## src/mcr_pkg.sv

```systemverilog
// ----------------------------------------------------------------------------
// mcr_pkg
// Shared widths, command codes and the step record for the circle rasterizer.
// ----------------------------------------------------------------------------
package mcr_pkg;

	localparam int COORD_BITS  = 12;
	localparam int RAD_BITS    = COORD_BITS - 1;
	localparam int OUT_BITS    = COORD_BITS + 1;
	localparam int XOFF_BITS   = COORD_BITS + 1;
	localparam int YOFF_BITS   = COORD_BITS;
	localparam int ERR_BITS    = COORD_BITS + 3;
	localparam int PT_PER_STEP = 8;
	localparam int IDX_BITS    = $clog2(PT_PER_STEP);

	localparam logic [IDX_BITS-1:0] IDX_LAST = IDX_BITS'(PT_PER_STEP - 1);

	typedef enum logic {
		CMD_START = 1'b0,
		CMD_STEP  = 1'b1
	} cmd_t;

	// one octant position, handed from the step engine to the point emitter
	typedef struct packed {
		logic signed [COORD_BITS-1:0] cx;
		logic signed [COORD_BITS-1:0] cy;
		logic [RAD_BITS-1:0]          x;
		logic [RAD_BITS-1:0]          y;
		logic                         fin;
	} snap_t;

endpackage

```

## src/mcr_step.sv

```systemverilog
// ----------------------------------------------------------------------------
// mcr_step
// Request register and midpoint iteration state. Each accepted step of a circle
// in progress yields one octant position for the emitter and advances x, y and the error term.
// ----------------------------------------------------------------------------
module mcr_step import mcr_pkg::*; (
	input  logic                         clk,
	input  logic                         arst_n,
	input  logic                         req_valid,
	output logic                         req_stall,
	input  logic                         cmd,
	input  logic signed [COORD_BITS-1:0] ctr_x,
	input  logic signed [COORD_BITS-1:0] ctr_y,
	input  logic [RAD_BITS-1:0]          radius,
	output logic                         snap_valid,
	input  logic                         snap_ready,
	output snap_t                        snap
);

	logic                         valid_s1;
	cmd_t                         cmd_s1;
	logic signed [COORD_BITS-1:0] cx_s1;
	logic signed [COORD_BITS-1:0] cy_s1;
	logic [RAD_BITS-1:0]          rad_s1;

	logic signed [COORD_BITS-1:0] cx_q;
	logic signed [COORD_BITS-1:0] cy_q;
	logic signed [XOFF_BITS-1:0]  xoff_q;
	logic [YOFF_BITS-1:0]         yoff_q;
	logic signed [ERR_BITS-1:0]   err_q;
	logic                         active_q;

	logic                         emit_now;
	logic                         consume;
	logic [YOFF_BITS-1:0]         y1;
	logic signed [ERR_BITS-1:0]   y1_odd;
	logic signed [ERR_BITS-1:0]   e1;
	logic                         dec;
	logic signed [XOFF_BITS-1:0]  x1;
	logic signed [ERR_BITS-1:0]   x1_odd;
	logic signed [ERR_BITS-1:0]   e2;
	logic                         fin;

	assign emit_now  = valid_s1 && (cmd_s1 == CMD_STEP) && active_q &&
		(xoff_q >= $signed({1'b0, yoff_q}));
	assign consume   = valid_s1 && (!emit_now || snap_ready);
	assign req_stall = valid_s1 && !consume;

	// midpoint update
	always_comb begin
		y1     = yoff_q + YOFF_BITS'(1);
		y1_odd = $signed({{(ERR_BITS - YOFF_BITS - 1){1'b0}}, y1, 1'b1});
		e1     = (err_q <= 0) ? err_q + y1_odd : err_q;
		dec    = (e1 > 0);
		x1     = dec ? xoff_q - XOFF_BITS'(1) : xoff_q;
		x1_odd = $signed({{(ERR_BITS - XOFF_BITS - 1){x1[XOFF_BITS-1]}}, x1, 1'b1});
		e2     = dec ? e1 - x1_odd : e1;
		fin    = (x1 < $signed({1'b0, y1}));
	end

	always_ff @(posedge clk or negedge arst_n) begin
		if (!arst_n) begin
			valid_s1 <= 1'b0;
		end else if (!req_stall) begin
			valid_s1 <= req_valid;
		end
	end

	always_ff @(posedge clk) begin
		if (req_valid && !req_stall) begin
			cmd_s1 <= cmd_t'(cmd);
			cx_s1  <= ctr_x;
			cy_s1  <= ctr_y;
			rad_s1 <= radius;
		end
	end

	always_ff @(posedge clk or negedge arst_n) begin
		if (!arst_n) begin
			cx_q     <= '0;
			cy_q     <= '0;
			xoff_q   <= '0;
			yoff_q   <= '0;
			err_q    <= '0;
			active_q <= 1'b0;
		end else if (consume) begin
			if (cmd_s1 == CMD_START) begin
				cx_q     <= cx_s1;
				cy_q     <= cy_s1;
				xoff_q   <= $signed({{(XOFF_BITS - RAD_BITS){1'b0}}, rad_s1});
				yoff_q   <= '0;
				err_q    <= '0;
				active_q <= 1'b1;
			end else if (emit_now) begin
				xoff_q   <= x1;
				yoff_q   <= y1;
				err_q    <= e2;
				active_q <= !fin;
			end else begin
				active_q <= 1'b0;
			end
		end
	end

	assign snap_valid = emit_now;
	assign snap.cx    = cx_q;
	assign snap.cy    = cy_q;
	assign snap.x     = xoff_q[RAD_BITS-1:0];
	assign snap.y     = yoff_q[RAD_BITS-1:0];
	assign snap.fin   = fin;

	a_fin_clears_active: assert property (@(posedge clk) disable iff (!arst_n)
		(emit_now && snap_ready && fin) |=> !active_q)
		else $error("active still set after final step");

	a_start_arms: assert property (@(posedge clk) disable iff (!arst_n)
		(consume && cmd_s1 == CMD_START) |=> (active_q && yoff_q == '0))
		else $error("start did not prime the iteration");

	a_idle_no_snap: assert property (@(posedge clk) disable iff (!arst_n)
		!active_q |-> !snap_valid)
		else $error("step emitted with no circle in progress");

endmodule

```

## src/mcr_emit.sv

```systemverilog
// ----------------------------------------------------------------------------
// mcr_emit
// Holds one octant position and serialises its eight mirrored points,
// one per cycle while pt_stall is low, flagging the final point of the circle.
// ----------------------------------------------------------------------------
module mcr_emit import mcr_pkg::*; (
	input  logic                       clk,
	input  logic                       arst_n,
	input  logic                       snap_valid,
	output logic                       snap_ready,
	input  snap_t                      snap,
	output logic                       pt_valid,
	input  logic                       pt_stall,
	output logic signed [OUT_BITS-1:0] point_x,
	output logic signed [OUT_BITS-1:0] point_y,
	output logic                       last
);

	logic                       busy_q;
	logic [IDX_BITS-1:0]        idx_q;
	snap_t                      snap_q;

	logic                       fire;
	logic                       done;
	logic                       load;
	logic                       swap;
	logic                       neg_x;
	logic                       neg_y;
	logic [RAD_BITS-1:0]        a;
	logic [RAD_BITS-1:0]        b;
	logic signed [OUT_BITS-1:0] a_ext;
	logic signed [OUT_BITS-1:0] b_ext;
	logic signed [OUT_BITS-1:0] cx_ext;
	logic signed [OUT_BITS-1:0] cy_ext;

	assign fire       = busy_q && !pt_stall;
	assign done       = fire && (idx_q == IDX_LAST);
	assign snap_ready = !busy_q || done;
	assign load       = snap_valid && snap_ready;

	always_ff @(posedge clk or negedge arst_n) begin
		if (!arst_n) begin
			busy_q <= 1'b0;
			idx_q  <= '0;
		end else if (load) begin
			busy_q <= 1'b1;
			idx_q  <= '0;
		end else if (fire) begin
			idx_q <= idx_q + IDX_BITS'(1);
			if (done) begin
				busy_q <= 1'b0;
			end
		end
	end

	always_ff @(posedge clk) begin
		if (load) begin
			snap_q <= snap;
		end
	end

	// point order decoded from the index bits:
	// x and y swap on 1,2,5,6; column negated on 2..5; row negated on 4..7
	always_comb begin
		swap   = idx_q[0] ^ idx_q[1];
		neg_x  = idx_q[1] ^ idx_q[2];
		neg_y  = idx_q[2];
		a      = swap ? snap_q.y : snap_q.x;
		b      = swap ? snap_q.x : snap_q.y;
		a_ext  = $signed({{(OUT_BITS - RAD_BITS){1'b0}}, a});
		b_ext  = $signed({{(OUT_BITS - RAD_BITS){1'b0}}, b});
		cx_ext = $signed({snap_q.cx[COORD_BITS-1], snap_q.cx});
		cy_ext = $signed({snap_q.cy[COORD_BITS-1], snap_q.cy});
	end

	assign point_x  = neg_x ? cx_ext - a_ext : cx_ext + a_ext;
	assign point_y  = neg_y ? cy_ext - b_ext : cy_ext + b_ext;
	assign last     = busy_q && (idx_q == IDX_LAST) && snap_q.fin;
	assign pt_valid = busy_q;

	a_load_on_drain: assert property (@(posedge clk) disable iff (!arst_n)
		(load && busy_q) |-> (idx_q == IDX_LAST && !pt_stall))
		else $error("new position loaded over points still owed");

	a_last_at_end: assert property (@(posedge clk) disable iff (!arst_n)
		(pt_valid && last) |-> (idx_q == IDX_LAST))
		else $error("last flagged before the eighth point");

	a_drain_idle: assert property (@(posedge clk) disable iff (!arst_n)
		(done && !snap_valid) |=> !busy_q)
		else $error("emitter still busy after eighth point");

endmodule

```

## src/midpoint_circle_rasterizer_top.sv

```systemverilog
// ----------------------------------------------------------------------------
// midpoint_circle_rasterizer_top
// Integer midpoint circle outline generator: start loads centre and radius,
// each step of a circle in progress gives the eight mirrored points of one octant position.
//
//   channel   handshake             payload
//   request   req_valid/req_stall   cmd, ctr_x, ctr_y, radius
//   point     pt_valid/pt_stall     point_x, point_y, last
//
// a step request gives eight points, one per cycle from the point emitter while pt_stall is low,
// so in a run of steps each request waits in the request register until the emitter is free
// start requests and steps with no circle in progress give no points and never wait on the emitter
// an accepted request is held in the request register, from which the iteration takes it
// reset clears the iteration state; no circle is in progress afterwards
// point stalls back up into the request channel once the request register
// holds a step that the emitter cannot yet take
// ----------------------------------------------------------------------------
module midpoint_circle_rasterizer_top import mcr_pkg::*; (
	input  logic                         clk,
	input  logic                         arst_n,
	input  logic                         req_valid,
	output logic                         req_stall,
	input  logic                         cmd,
	input  logic signed [COORD_BITS-1:0] ctr_x,
	input  logic signed [COORD_BITS-1:0] ctr_y,
	input  logic [RAD_BITS-1:0]          radius,
	output logic                         pt_valid,
	input  logic                         pt_stall,
	output logic signed [OUT_BITS-1:0]   point_x,
	output logic signed [OUT_BITS-1:0]   point_y,
	output logic                         last
);

	logic  snap_valid;
	logic  snap_ready;
	snap_t snap;

	mcr_step u_step (
		.clk        (clk),
		.arst_n     (arst_n),
		.req_valid  (req_valid),
		.req_stall  (req_stall),
		.cmd        (cmd),
		.ctr_x      (ctr_x),
		.ctr_y      (ctr_y),
		.radius     (radius),
		.snap_valid (snap_valid),
		.snap_ready (snap_ready),
		.snap       (snap)
	);

	mcr_emit u_emit (
		.clk        (clk),
		.arst_n     (arst_n),
		.snap_valid (snap_valid),
		.snap_ready (snap_ready),
		.snap       (snap),
		.pt_valid   (pt_valid),
		.pt_stall   (pt_stall),
		.point_x    (point_x),
		.point_y    (point_y),
		.last       (last)
	);

endmodule

```

## config.mk

```make
export PLATFORM = sky130hd
export DESIGN_NAME = midpoint_circle_rasterizer_top
export DESIGN_NICKNAME = d
export VERILOG_FILES = /design/src/mcr_pkg.sv /design/src/mcr_step.sv /design/src/mcr_emit.sv /design/src/midpoint_circle_rasterizer_top.sv
export SDC_FILE = /design/constraint.sdc
export NUM_CORES = 1
export LEC_CHECK = 0
export BUFFER_PORTS_ARGS = -buffer_cell sky130_fd_sc_hd__buf_2
export CAP_MARGIN = 5
export CORE_MARGIN = 2
export CORE_UTILIZATION = 62
export DETAILED_ROUTE_END_ITERATION = 10
export PLACE_DENSITY_LB_ADDON = 0.3
export SYNTH_ARGS = -nofsm -noshare
export SYNTH_HDL_FRONTEND = slang
export SYNTH_SLANG_ARGS = --single-unit
```

## constraint.sdc

```tcl
create_clock -name clk -period 8.35 [get_ports clk]
set_clock_uncertainty 0.05 [all_clocks]
set_input_delay 2.505 -clock clk [delete_from_list [all_inputs] [get_ports clk]]
set_output_delay 2.505 -clock clk [all_outputs]
set_load 0.05 [all_outputs]
```

# Yosys cells after proc, flatten, opt, wreduce, memory -nomap -nowiden
# Cells that the tools add are included.
# W data, S select, Z words.
# word_totals
input_bits,40
ff_bits,153
out_inout_bits,29
# classes
n_eq_ne,2
n_mux,20
n_addsub,9
bitwise,3
n_reduce_logical,24
order_cmp,4
# op_table
operator,count
$mux W13,5
$mux W15,4
$add A12 B12 Y13,2
$sub A12 B12 Y13,2
$mux W12,2
$mux W11,2
$add A15 B14 Y15,1
$gt A15 B1 Y1 const B,1
$le A15 B1 Y1 const B,1
$sub A15 B14 Y15,1
$ge A13 B13 Y1,1
$lt A13 B13 Y1,1
$sub A13 B2 Y13 const B,1
$add A12 B1 Y12 const B,1
$logic_and A1 B1 Y1,11
$logic_not A1 Y1,6
$mux W3,2
$reduce_and A2 Y1,3
$mux W1,5
$reduce_bool A2 Y1,2
$add A3 B1 Y3 const B,1
$eq A3 B3 Y1 const B,1
$logic_or A1 B1 Y1,2
$ne A2 B1 Y1 const B,1
other kinds (2),3

# Logic depth before layout (Yosys ltp)
# Gate-level depths: netlist of run 1.
# logic_depth
word_depth,10
mapped_depth,31
mapped_depth_nobuf,29

# Modules after synthesis
# A second synthesis of run 1 with hierarchy kept.
# hier_totals
hier_cells,1134
hier_area_um2,10507.6
# modules_own_cells
module,cells_each,area_per_inst_um2,instances,seq_area_each_um2
mcr_step,800,6985.4,1,2732.6
mcr_emit,334,3522.1,1,1511.4

# Worst setup path after synthesis of run 1
# No wires, ideal clock.
# synth_path
path_type,register to output
startpoint,register u_emit.idx_q[1]
endpoint,output point_y[11]
required_time_ns,5.795
slack_ns,1.096
path_stages_with_launch,20
n_path_buf,3
arrival_ns,4.699
path_cell_list,dfrtp_1 > ha_1 > clkbuf_1 > clkbuf_1 > clkbuf_1 > mux2i_1 > ha_1 > o21ai_0 > ha_1 > a21o_1 > a21o_1 > a21oi_1 > o21bai_1 > a21oi_1 > o21bai_1 > a21oi_1 > o21bai_1 > a21o_1 > a21oi_1 > xnor2_1
# synth_via
elab_chain_cells,4
# synth_lines
item,line,rtl
from (decl),mcr_emit.sv:20,logic [IDX_BITS-1:0] idx_q;
from (signal assigned),mcr_emit.sv:49,idx_q <= idx_q + IDX_BITS'(1);
$xor A1 B1 Y1 (*),mcr_emit.sv:65,swap = idx_q[0] ^ idx_q[1];
$mux W11 (*),mcr_emit.sv:69,b = swap ? snap_q.x : snap_q.y;
$add A12 B12 Y13 or $sub A12 B12 Y13 (tied branches),mcr_emit.sv:77,assign point_y = neg_y ? cy_ext - b_ext : cy_ext + b_ext;
$mux W13 (*),mcr_emit.sv:77,
to (decl),midpoint_circle_rasterizer_top.sv:30,"output logic signed [OUT_BITS-1:0] point_y,"
# Every way passes the cells marked *; elsewhere a longest branch is shown, timed or not.

# Worst setup path in the final report of run 1
# Same ends and word-level chain as after synthesis.

==> results.txt, run 1 <==
The delay of the slowest cell on the worst path is 0.93 ns. The total CTS buffers is 17. The clock drives 153 sinks.

The total of max-cap violations came out at 0. The warning count from the yosys run is 0. The setup TNS after final layout came out at 0 ns. The horizontal die dimension came out at 130 um. The count of buffers inserted at the top-level ports is 68. The count of non-filler cells in the finished layout is 1,295. The top-level port count came out at 69.

Walking the worst path, the cells encountered are ha_1 > mux2i_1 > ha_1 > o21ai_0 > ha_1 > a21o_1 > a21o_1 > a21oi_1 > o21bai_1 > a21oi_1 > o21bai_1 > a21oi_1 > o21bai_1 > a21o_1 > a21oi_1 > xnor2_1 > buf_2. The time the worst path needs with I/O delays and setup came out at 8.01 ns. The flow ran to the end, and the final reports show no timing, DRC or antenna violations.

The final weighted congestion in routability-driven placement came out at 0.876. The maximum clock path buffer count is 2. The arrival time at the worst endpoint came out at 5.45 ns. The remaining routing DRC violations is 0. The final hold violation count is 0. The initial antenna violation count is 0.

Setup repair after global routing left no endpoint under its margin. For this run, the total global-route usage over all layers was measured as 28.0%. The tree is rooted in a sky130_fd_sc_hd__clkbuf_16. The number of enable flip-flop cells after synthesis is 83. By area the synthesized netlist is led by sky130_fd_sc_hd__edfxtp_1, sky130_fd_sc_hd__dfrtp_1, sky130_fd_sc_hd__ha_1. The netlist area before placement is 9920 um^2. The die is 130 um tall. For this design, the slowest cell found on the critical path is sky130_fd_sc_hd__ha_1. The aggregate global routing overflow came out at 0.

The share of the cycle needed by the critical path after routing is 95.9%. The initial utilization of the core area, before any placement, comes to 62.9%. The first-pass GRT wire length came out at 36,900 um. The number of post-CTS setup repair buffers is 0. The net count of the mapped netlist is 1,108. The area enclosed by the die boundary is 17,000 um^2. The antenna diode instance count came out at 0.

The row count came out at 46. The timing-limited maximum frequency is 125 MHz. The detail-routed via count per cell came out at 6.03.

The routed design has 22,900 um of wire. The relative slew slack is 31.5%. Setup violations remaining at the end of the flow were counted as 0. The source-to-sink clock delay at the later pin of the worst-skew pair came out at 0.43 ns. In this run, the number of DRC markers left after iteration 0 of detailed routing was 754. The async set or reset register ratio after synthesis came out at 45.8%. The total via count after detailed routing is 7,811. After routing the design area is 11,000 um^2. Data on the critical path is required at its endpoint by 5.80 ns. The nature of the critical path endpoint is a primary output.

The mean area per synthesized cell is 9.91 um^2. The instance count of the mapped netlist is 1,001. Entering global routing, the biggest net connects 71 pins. Detailed placement finished with a half-perimeter wire length of 16,100 um. After detailed routing, the average wire length per cell comes to 17.7 um.

The register bit total from synthesis came out at 153. The number of global-route vias before repair is 7,458. The most used flip-flop cell after synthesis is sky130_fd_sc_hd__edfxtp_1. The share of final-layout standard cells stronger than drive strength 1 is 14.4%. The signed area change from the synthesized netlist to the final layout is 11.4%. The max-slew violation count is 0. The placed standard-cell area came out at 10,400 um^2.

The critical path is of the reg -> out type. The kind of launch point of the worst setup path is a flip-flop. The fraction of synthesized cell area taken by the top area cell type is 25.1%.

Once the clock tree was built, the resizer swapped 0 gates to a different size. In this run, placement finished with an instance count of 1,264. After clock tree synthesis, the clock-pin slew on the worst setup and hold paths is 0.06 ns.

At the end of the flow, the number of nets in the layout was 1,174. The most prevalent standard cell on the critical path is sky130_fd_sc_hd__a21oi_1. Of all cell types, the one taking the most synthesized area is sky130_fd_sc_hd__edfxtp_1.

Of all nets on the critical path, the largest fanout is 20. TritonCTS built the clock tree. The total core area came out at 15,800 um^2. The unique cell type count in the Yosys netlist came out at 90. The tightest min-delay check is of the reg -> reg type. The share of synthesized area occupied by flip-flops and latches is 42.8%. The H-tree depth reported by CTS is 4. The first-pass detailed-route iteration total came out at 6.

The total of hold buffers inserted after clock tree synthesis is 0. The slew at the pin closest to its max-slew limit came out at 1.02 ns. The number of routed nets with antenna violations is 0.
worst max-delay path: cells and delay by family, from the launching register on:
family | cells | cell delay (ns)
buffers and inverters | 1 | 0.27
xor gates and xnor gates | 1 | 0.13
AOI/OAI and AO/OA | 11 | 2.10
adders and majority gates | 3 | 1.57
DFF | 1 | 0.42
muxes | 1 | 0.53
cells in the final DEF (no fill, tap or decap), types with 5 or more instances in the layout:
master                      synthesis  final
sky130_fd_sc_hd__edfxtp_1          83     83
sky130_fd_sc_hd__nand2b_1           7      7
sky130_fd_sc_hd__dfrtp_1           70     70
sky130_fd_sc_hd__or3_1              8      8
sky130_fd_sc_hd__o211ai_1           5      5
sky130_fd_sc_hd__a21o_1            20     20
sky130_fd_sc_hd__o21bai_1          14     14
sky130_fd_sc_hd__mux2i_1           30     30
sky130_fd_sc_hd__and2_1             7      6
sky130_fd_sc_hd__maj3_1             6      6
sky130_fd_sc_hd__nor2_1            56     55
sky130_fd_sc_hd__xnor2_1           53     53
sky130_fd_sc_hd__nor2b_1            8      8
sky130_fd_sc_hd__and3_1             7      7
sky130_fd_sc_hd__a31oi_1           12     12
sky130_fd_sc_hd__clkbuf_16          0     17
sky130_fd_sc_hd__nor3_1            12     12
sky130_fd_sc_hd__buf_4              0      9
sky130_fd_sc_hd__buf_2              1     68
sky130_fd_sc_hd__nor4_1             5      5
sky130_fd_sc_hd__nand3_1           20     20
sky130_fd_sc_hd__xor2_1            40     40
sky130_fd_sc_hd__o21a_1            12     12
sky130_fd_sc_hd__nand2_1          144    144
sky130_fd_sc_hd__a21oi_1           59     59
sky130_fd_sc_hd__ha_1              63     63
sky130_fd_sc_hd__inv_1             60     59
sky130_fd_sc_hd__o21ai_0           64     64
sky130_fd_sc_hd__o22ai_1           16     16
state kept, by name, summed over array words and instances, names as in the netlist, 3 cells and up:
register,count
u_step.err_q,15
u_step.cx_q,12
u_step.cx_s1,12
u_step.xoff_q,13
u_emit.idx_q,3
u_emit.snap_q,23
u_step.cy_s1,12
u_emit.cy_ext,12
u_emit.cx_ext,12
u_step.cy_q,12
u_step.rad_s1,11
u_step.yoff_q,12
cell type report:
type | instances | area [um^2]
clock inverters | 13 | 169
clock buffers | 18 | 439
flip-flops and latches | 153 | 4240
multi-input cells | 758 | 5290
well taps | 216 | 270
inverters | 60 | 225
repair buffers | 77 | 408
fillers | 1193 | 4720
cells by family (layout without fill, tap and decap cells):
group           count (synthesis)  count (layout)  synth area share (%)
xor+xnor                       97              97                  9.05
flops                         153             153                  42.8
compound gates                252             252                  16.8
mux                            31              31                  3.14
fa+ha+maj                      75              75                  9.59
simple gates                  303             303                  14.8
buf+inv                        90             168                  3.86
through the flow:
stage                     hold slack (ns)  util (%)  worst slack (ns)
after floorplan                     0.365         -              1.10
after global placement              0.367      66.2              1.13
after detailed placement            0.373      66.2             0.994
after CTS                           0.395      70.1             0.407
after global routing                0.407      70.1            0.0112
final                               0.389      70.1             0.341
layer usage:
layer | vias up | GRT usage [%] | routed length, um
met5 | - | 0 | 0
met4 | 0 | 10.3 | 544
met3 | 41 | 5.09 | 1570
met2 | 295 | 45.0 | 10800
met1 | 3762 | 38.6 | 10100
li1 | 3713 | - | -
cells in the mapped netlist (6+ instances only):
master / number
sky130_fd_sc_hd__a21o_1: 20
sky130_fd_sc_hd__a21oi_1: 59
sky130_fd_sc_hd__a31oi_1: 12
sky130_fd_sc_hd__and2_1: 7
sky130_fd_sc_hd__and3_1: 7
sky130_fd_sc_hd__clkbuf_1: 21
sky130_fd_sc_hd__dfrtp_1: 70
sky130_fd_sc_hd__edfxtp_1: 83
sky130_fd_sc_hd__ha_1: 63
sky130_fd_sc_hd__inv_1: 60
sky130_fd_sc_hd__maj3_1: 6
sky130_fd_sc_hd__mux2i_1: 30
sky130_fd_sc_hd__nand2_1: 144
sky130_fd_sc_hd__nand2b_1: 7
sky130_fd_sc_hd__nand3_1: 20
sky130_fd_sc_hd__nor2_1: 56
sky130_fd_sc_hd__nor2b_1: 8
sky130_fd_sc_hd__nor3_1: 12
sky130_fd_sc_hd__o21a_1: 12
sky130_fd_sc_hd__o21ai_0: 64
sky130_fd_sc_hd__o21bai_1: 14
sky130_fd_sc_hd__o22ai_1: 16
sky130_fd_sc_hd__or3_1: 8
sky130_fd_sc_hd__xnor2_1: 53
sky130_fd_sc_hd__xor2_1: 40
final timing paths:
kind / slack (ns) / cells past startpoint / from / to
max in group asynchronous: 5.37 / 2 / arst_n / u_step.err_q[4]
setup / recovery: 0.34 / 17 / u_emit.idx_q[1] / point_y[11]
min in group asynchronous: 2.25 / 2 / arst_n / u_step.cy_q[9]
setup reg to reg: 1.27 / 25 / u_step.yoff_q[0] / u_step.err_q[14]
hold / removal: 0.39 / 2 / u_step.cx_s1[5] / u_step.cx_q[5]
hold reg to reg: 0.39 / 2 / u_step.cx_s1[5] / u_step.cx_q[5]
Power of run 1 is not shown: default switching activity piles up to over one toggle a cycle in this logic, so the estimate is an artifact.
==> run 2: changes to the inputs <==
--- a/config.mk
+++ b/config.mk
@@ -8,7 +8,8 @@
 export BUFFER_PORTS_ARGS = -buffer_cell sky130_fd_sc_hd__buf_2
 export CAP_MARGIN = 5
 export CORE_MARGIN = 2
-export CORE_UTILIZATION = 62
+export CORE_UTILIZATION = 63
+export CTS_BUF_LIST = sky130_fd_sc_hd__clkbuf_4
 export DETAILED_ROUTE_END_ITERATION = 10
 export PLACE_DENSITY_LB_ADDON = 0.3
 export SYNTH_ARGS = -nofsm -noshare
==> run 2 against run 1 <==
Setup slack gained 0.29 ns. First-iteration DRC count fell by 19%. Critical path depth up 1. Hold slack gained 0.016 ns. Critical endpoint is now point_x[12]. Via count fell by 3.2%. Sequential share of layout area up 1.4 points.
==> results.txt, run 2 (same netlist as run 1, synthesis figures left out) <==
The number of flip-flops under the largest register name came to 23 (unchanged). The H-tree depth reported by CTS is 4 (unchanged). The share of the cycle needed by the critical path after routing came out at 92.4% (-3.5 points).

The worst setup slack after placement is 1.30 ns (+0.307 ns). The time the worst path needs with I/O delays and setup is 7.72 ns (-0.292 ns). The total global routing track utilization is 27.1% (-0.91 points). The sink count of the clock tree came out at 153 (unchanged).

The kind of launch point of the worst setup path is a flip-flop. The reg2reg setup slack came out at 1.23 ns (-0.04 ns). The height of the chip came out at 129 um (-0.77%).

The CTS clock-pin slew for the worst setup and hold paths is 0.13 ns (+0.07 ns). The initial antenna violation count is 0 (unchanged). The initial standard-cell utilization of the core was 64.8% (+1.9 points). The share of final-layout standard cells stronger than drive strength 1 came out at 14.2% (-0.17 points).

The placed instance count was 1,257 (-0.55%). The signed area change from the synthesized netlist to the final layout came out at 7.56%. Clock tree synthesis selected as its root buffer the cell sky130_fd_sc_hd__clkbuf_4.

The CTS tree is built. The relative slew slack was 25.3% (-6.3 points). The max-slew violation count is 0 (unchanged).

The worst-path maximum fanout is 17 (-15%). The final weighted congestion in routability-driven placement came to 0.928 (+5.9%). The timing-limited maximum frequency is 130 MHz (+3.8%). The violation count after the first detailed-route iteration came to 610 (-19%). The total via count after detailed routing came out at 7,558 (-3.2%). The post-cts gate resize count is 0 (unchanged). The worst path setup slack after routing is 0.633 ns (+0.292 ns). More flip-flops sit in one register than any other, and that register is u_emit.snap_q. The final hold violation count came to 0 (unchanged). The maximum clock path buffer count is 2 (unchanged). The total of hold buffers inserted after clock tree synthesis came to 0 (unchanged). The setup violation total in the final timing report came out at 0 (unchanged). The aggregate global routing overflow is 0 (unchanged).

The area enclosed by the die boundary came out at 16,800 um^2 (-1.5%). The first-pass detailed-route iteration total is 5 (-1). The number of post-CTS setup repair buffers came out at 0 (unchanged). The pin count of the biggest net entering global routing is 71 (unchanged). The remaining routing DRC violations is 0 (unchanged).

The slew at the pin closest to its max-slew limit came to 1.12 ns (+0.0966 ns). The flow ran to the end, and the final reports show no timing, DRC or antenna violations. The arrival time at the worst endpoint is 5.16 ns (-0.29 ns). The length in cells of the worst reg-to-reg path is 25 (unchanged). The nature of the critical path endpoint is a primary output. The worst register-to-register path ends at u_step.err_q[14]. The final routed wire length divided by cell count is 16.8 um (-5.0%).

In the final layout, the registers with the most flip-flops are u_emit.snap_q: 23 flops, u_step.err_q: 15 flops, u_step.xoff_q: 13 flops. The layout net count came out at 1,172 (-0.17%). The horizontal die dimension came out at 129 um (-0.77%).

The row count is 45 (-2.2%). The top-level port count came out at 69 (unchanged). The number of global-route vias before repair is 7,202 (-3.4%). The final hold slack came out at 0.405 ns (+0.0160 ns). The reg-to-reg startpoint is u_step.yoff_q[0]. The total CTS buffers came out at 17 (unchanged). The most critical setup path has its endpoint at point_x[12].

The source-to-sink clock delay at the later pin of the worst-skew pair is 0.59 ns (+0.16 ns). The count of non-filler cells in the finished layout is 1,289 (-0.46%). The beginning of the critical path is u_emit.idx_q[1]. The count of buffers inserted at the top-level ports came out at 68 (unchanged). The aggregate routed wire length is 21,700 um (-5.4%). The antenna diode instance count was 0 (unchanged).

The detail-routed via count per cell is 5.86 (-2.8%). The critical path data required time is 5.80 ns (about the same). The library cell used most frequently in the layout, excluding fill and tap cells, is sky130_fd_sc_hd__nand2_1. The half-perimeter wire length after detailed placement was 15,900 um (-1.4%). The total of max-cap violations came to 0 (unchanged). The number of routed nets with antenna violations came out at 0 (unchanged). The first-pass GRT wire length is 35,300 um (-4.3%). The total core area is 15,300 um^2 (-2.9%). The path class of the tightest hold or removal check is reg -> reg. The type of the worst setup path is reg -> out.

Setup repair after global routing left no endpoint under its margin. In the layout the commonest cells are sky130_fd_sc_hd__nand2_1, sky130_fd_sc_hd__edfxtp_1, sky130_fd_sc_hd__dfrtp_1. The setup TNS after final layout came to 0 ns (unchanged).
## run 2: cell count changes in the layout (fill, tap and decap cells not counted)
cell,change
sky130_fd_sc_hd__clkbuf_4,+18
sky130_fd_sc_hd__clkbuf_16,-17
sky130_fd_sc_hd__bufinv_16,-3
sky130_fd_sc_hd__inv_6,+3
sky130_fd_sc_hd__buf_4,-2
sky130_fd_sc_hd__clkbuf_8,-1
sky130_fd_sc_hd__clkinv_1,+1
sky130_fd_sc_hd__clkinv_4,-1
sky130_fd_sc_hd__inv_8,+1
## run 2: layout make-up
type                            count  area, um^2
Inverter                           60         225
Clock buffer                       18         135
Multi-Input combinational cell    758        5290
Clock inverter                     14         111
Fill cell                        1193        4650
Tap cell                          211         264
Sequential cell                   153        4240
Timing Repair Buffer               75         393
## run 2: metal layers
layer  part of all wire (%)  track usage (%)
met1                     46             38.1
met2                     46             42.5
met3                    5.9             4.25
met4                    2.5             11.2
met5                      0                0
## run 2: how the worst min path moves through the flow
stage	startpoint	to	slack, ns	cells past startpoint
finish	u_step.cx_s1[10]	u_step.cx_q[10]	0.41	2
global route	u_step.cx_s1[10]	u_step.cx_q[10]	0.43	2
CTS	u_step.cy_s1[10]	u_step.cy_q[10]	0.40	2
detailed placement	u_step.cy_s1[2]	u_step.cy_q[2]	0.38	2
global placement	u_step.cx_s1[6]	u_step.cx_q[6]	0.37	2
floorplan	u_step.cx_s1[0]	u_step.cx_q[0]	0.36	2
## run 2: per-stage QoR
stage / utilization (%) / area [um^2]
floorplan: - / 9920
global placement: 68.0 / 10400
detailed placement: 68.0 / 10400
CTS: 69.6 / 10700
global route: 69.6 / 10700
finish: 69.6 / 10700
## run 2: critical path, stage by stage, from the launching register on
cell	delay, ns
sky130_fd_sc_hd__dfrtp_1	0.43
sky130_fd_sc_hd__ha_1	0.70
sky130_fd_sc_hd__mux2i_1	0.45
sky130_fd_sc_hd__ha_1	0.29
sky130_fd_sc_hd__nor2_1	0.07
sky130_fd_sc_hd__xor2_1	0.19
sky130_fd_sc_hd__ha_1	0.34
sky130_fd_sc_hd__a21o_1	0.20
sky130_fd_sc_hd__a21oi_1	0.23
sky130_fd_sc_hd__o21bai_1	0.09
sky130_fd_sc_hd__a21oi_1	0.21
sky130_fd_sc_hd__o21bai_1	0.09
sky130_fd_sc_hd__a21oi_1	0.23
sky130_fd_sc_hd__o21bai_1	0.09
sky130_fd_sc_hd__a21oi_1	0.22
sky130_fd_sc_hd__o21bai_1	0.09
sky130_fd_sc_hd__a21oi_1	0.19
sky130_fd_sc_hd__xnor2_1	0.17
sky130_fd_sc_hd__buf_2	0.30
Power of run 2 is left out for the same reason.
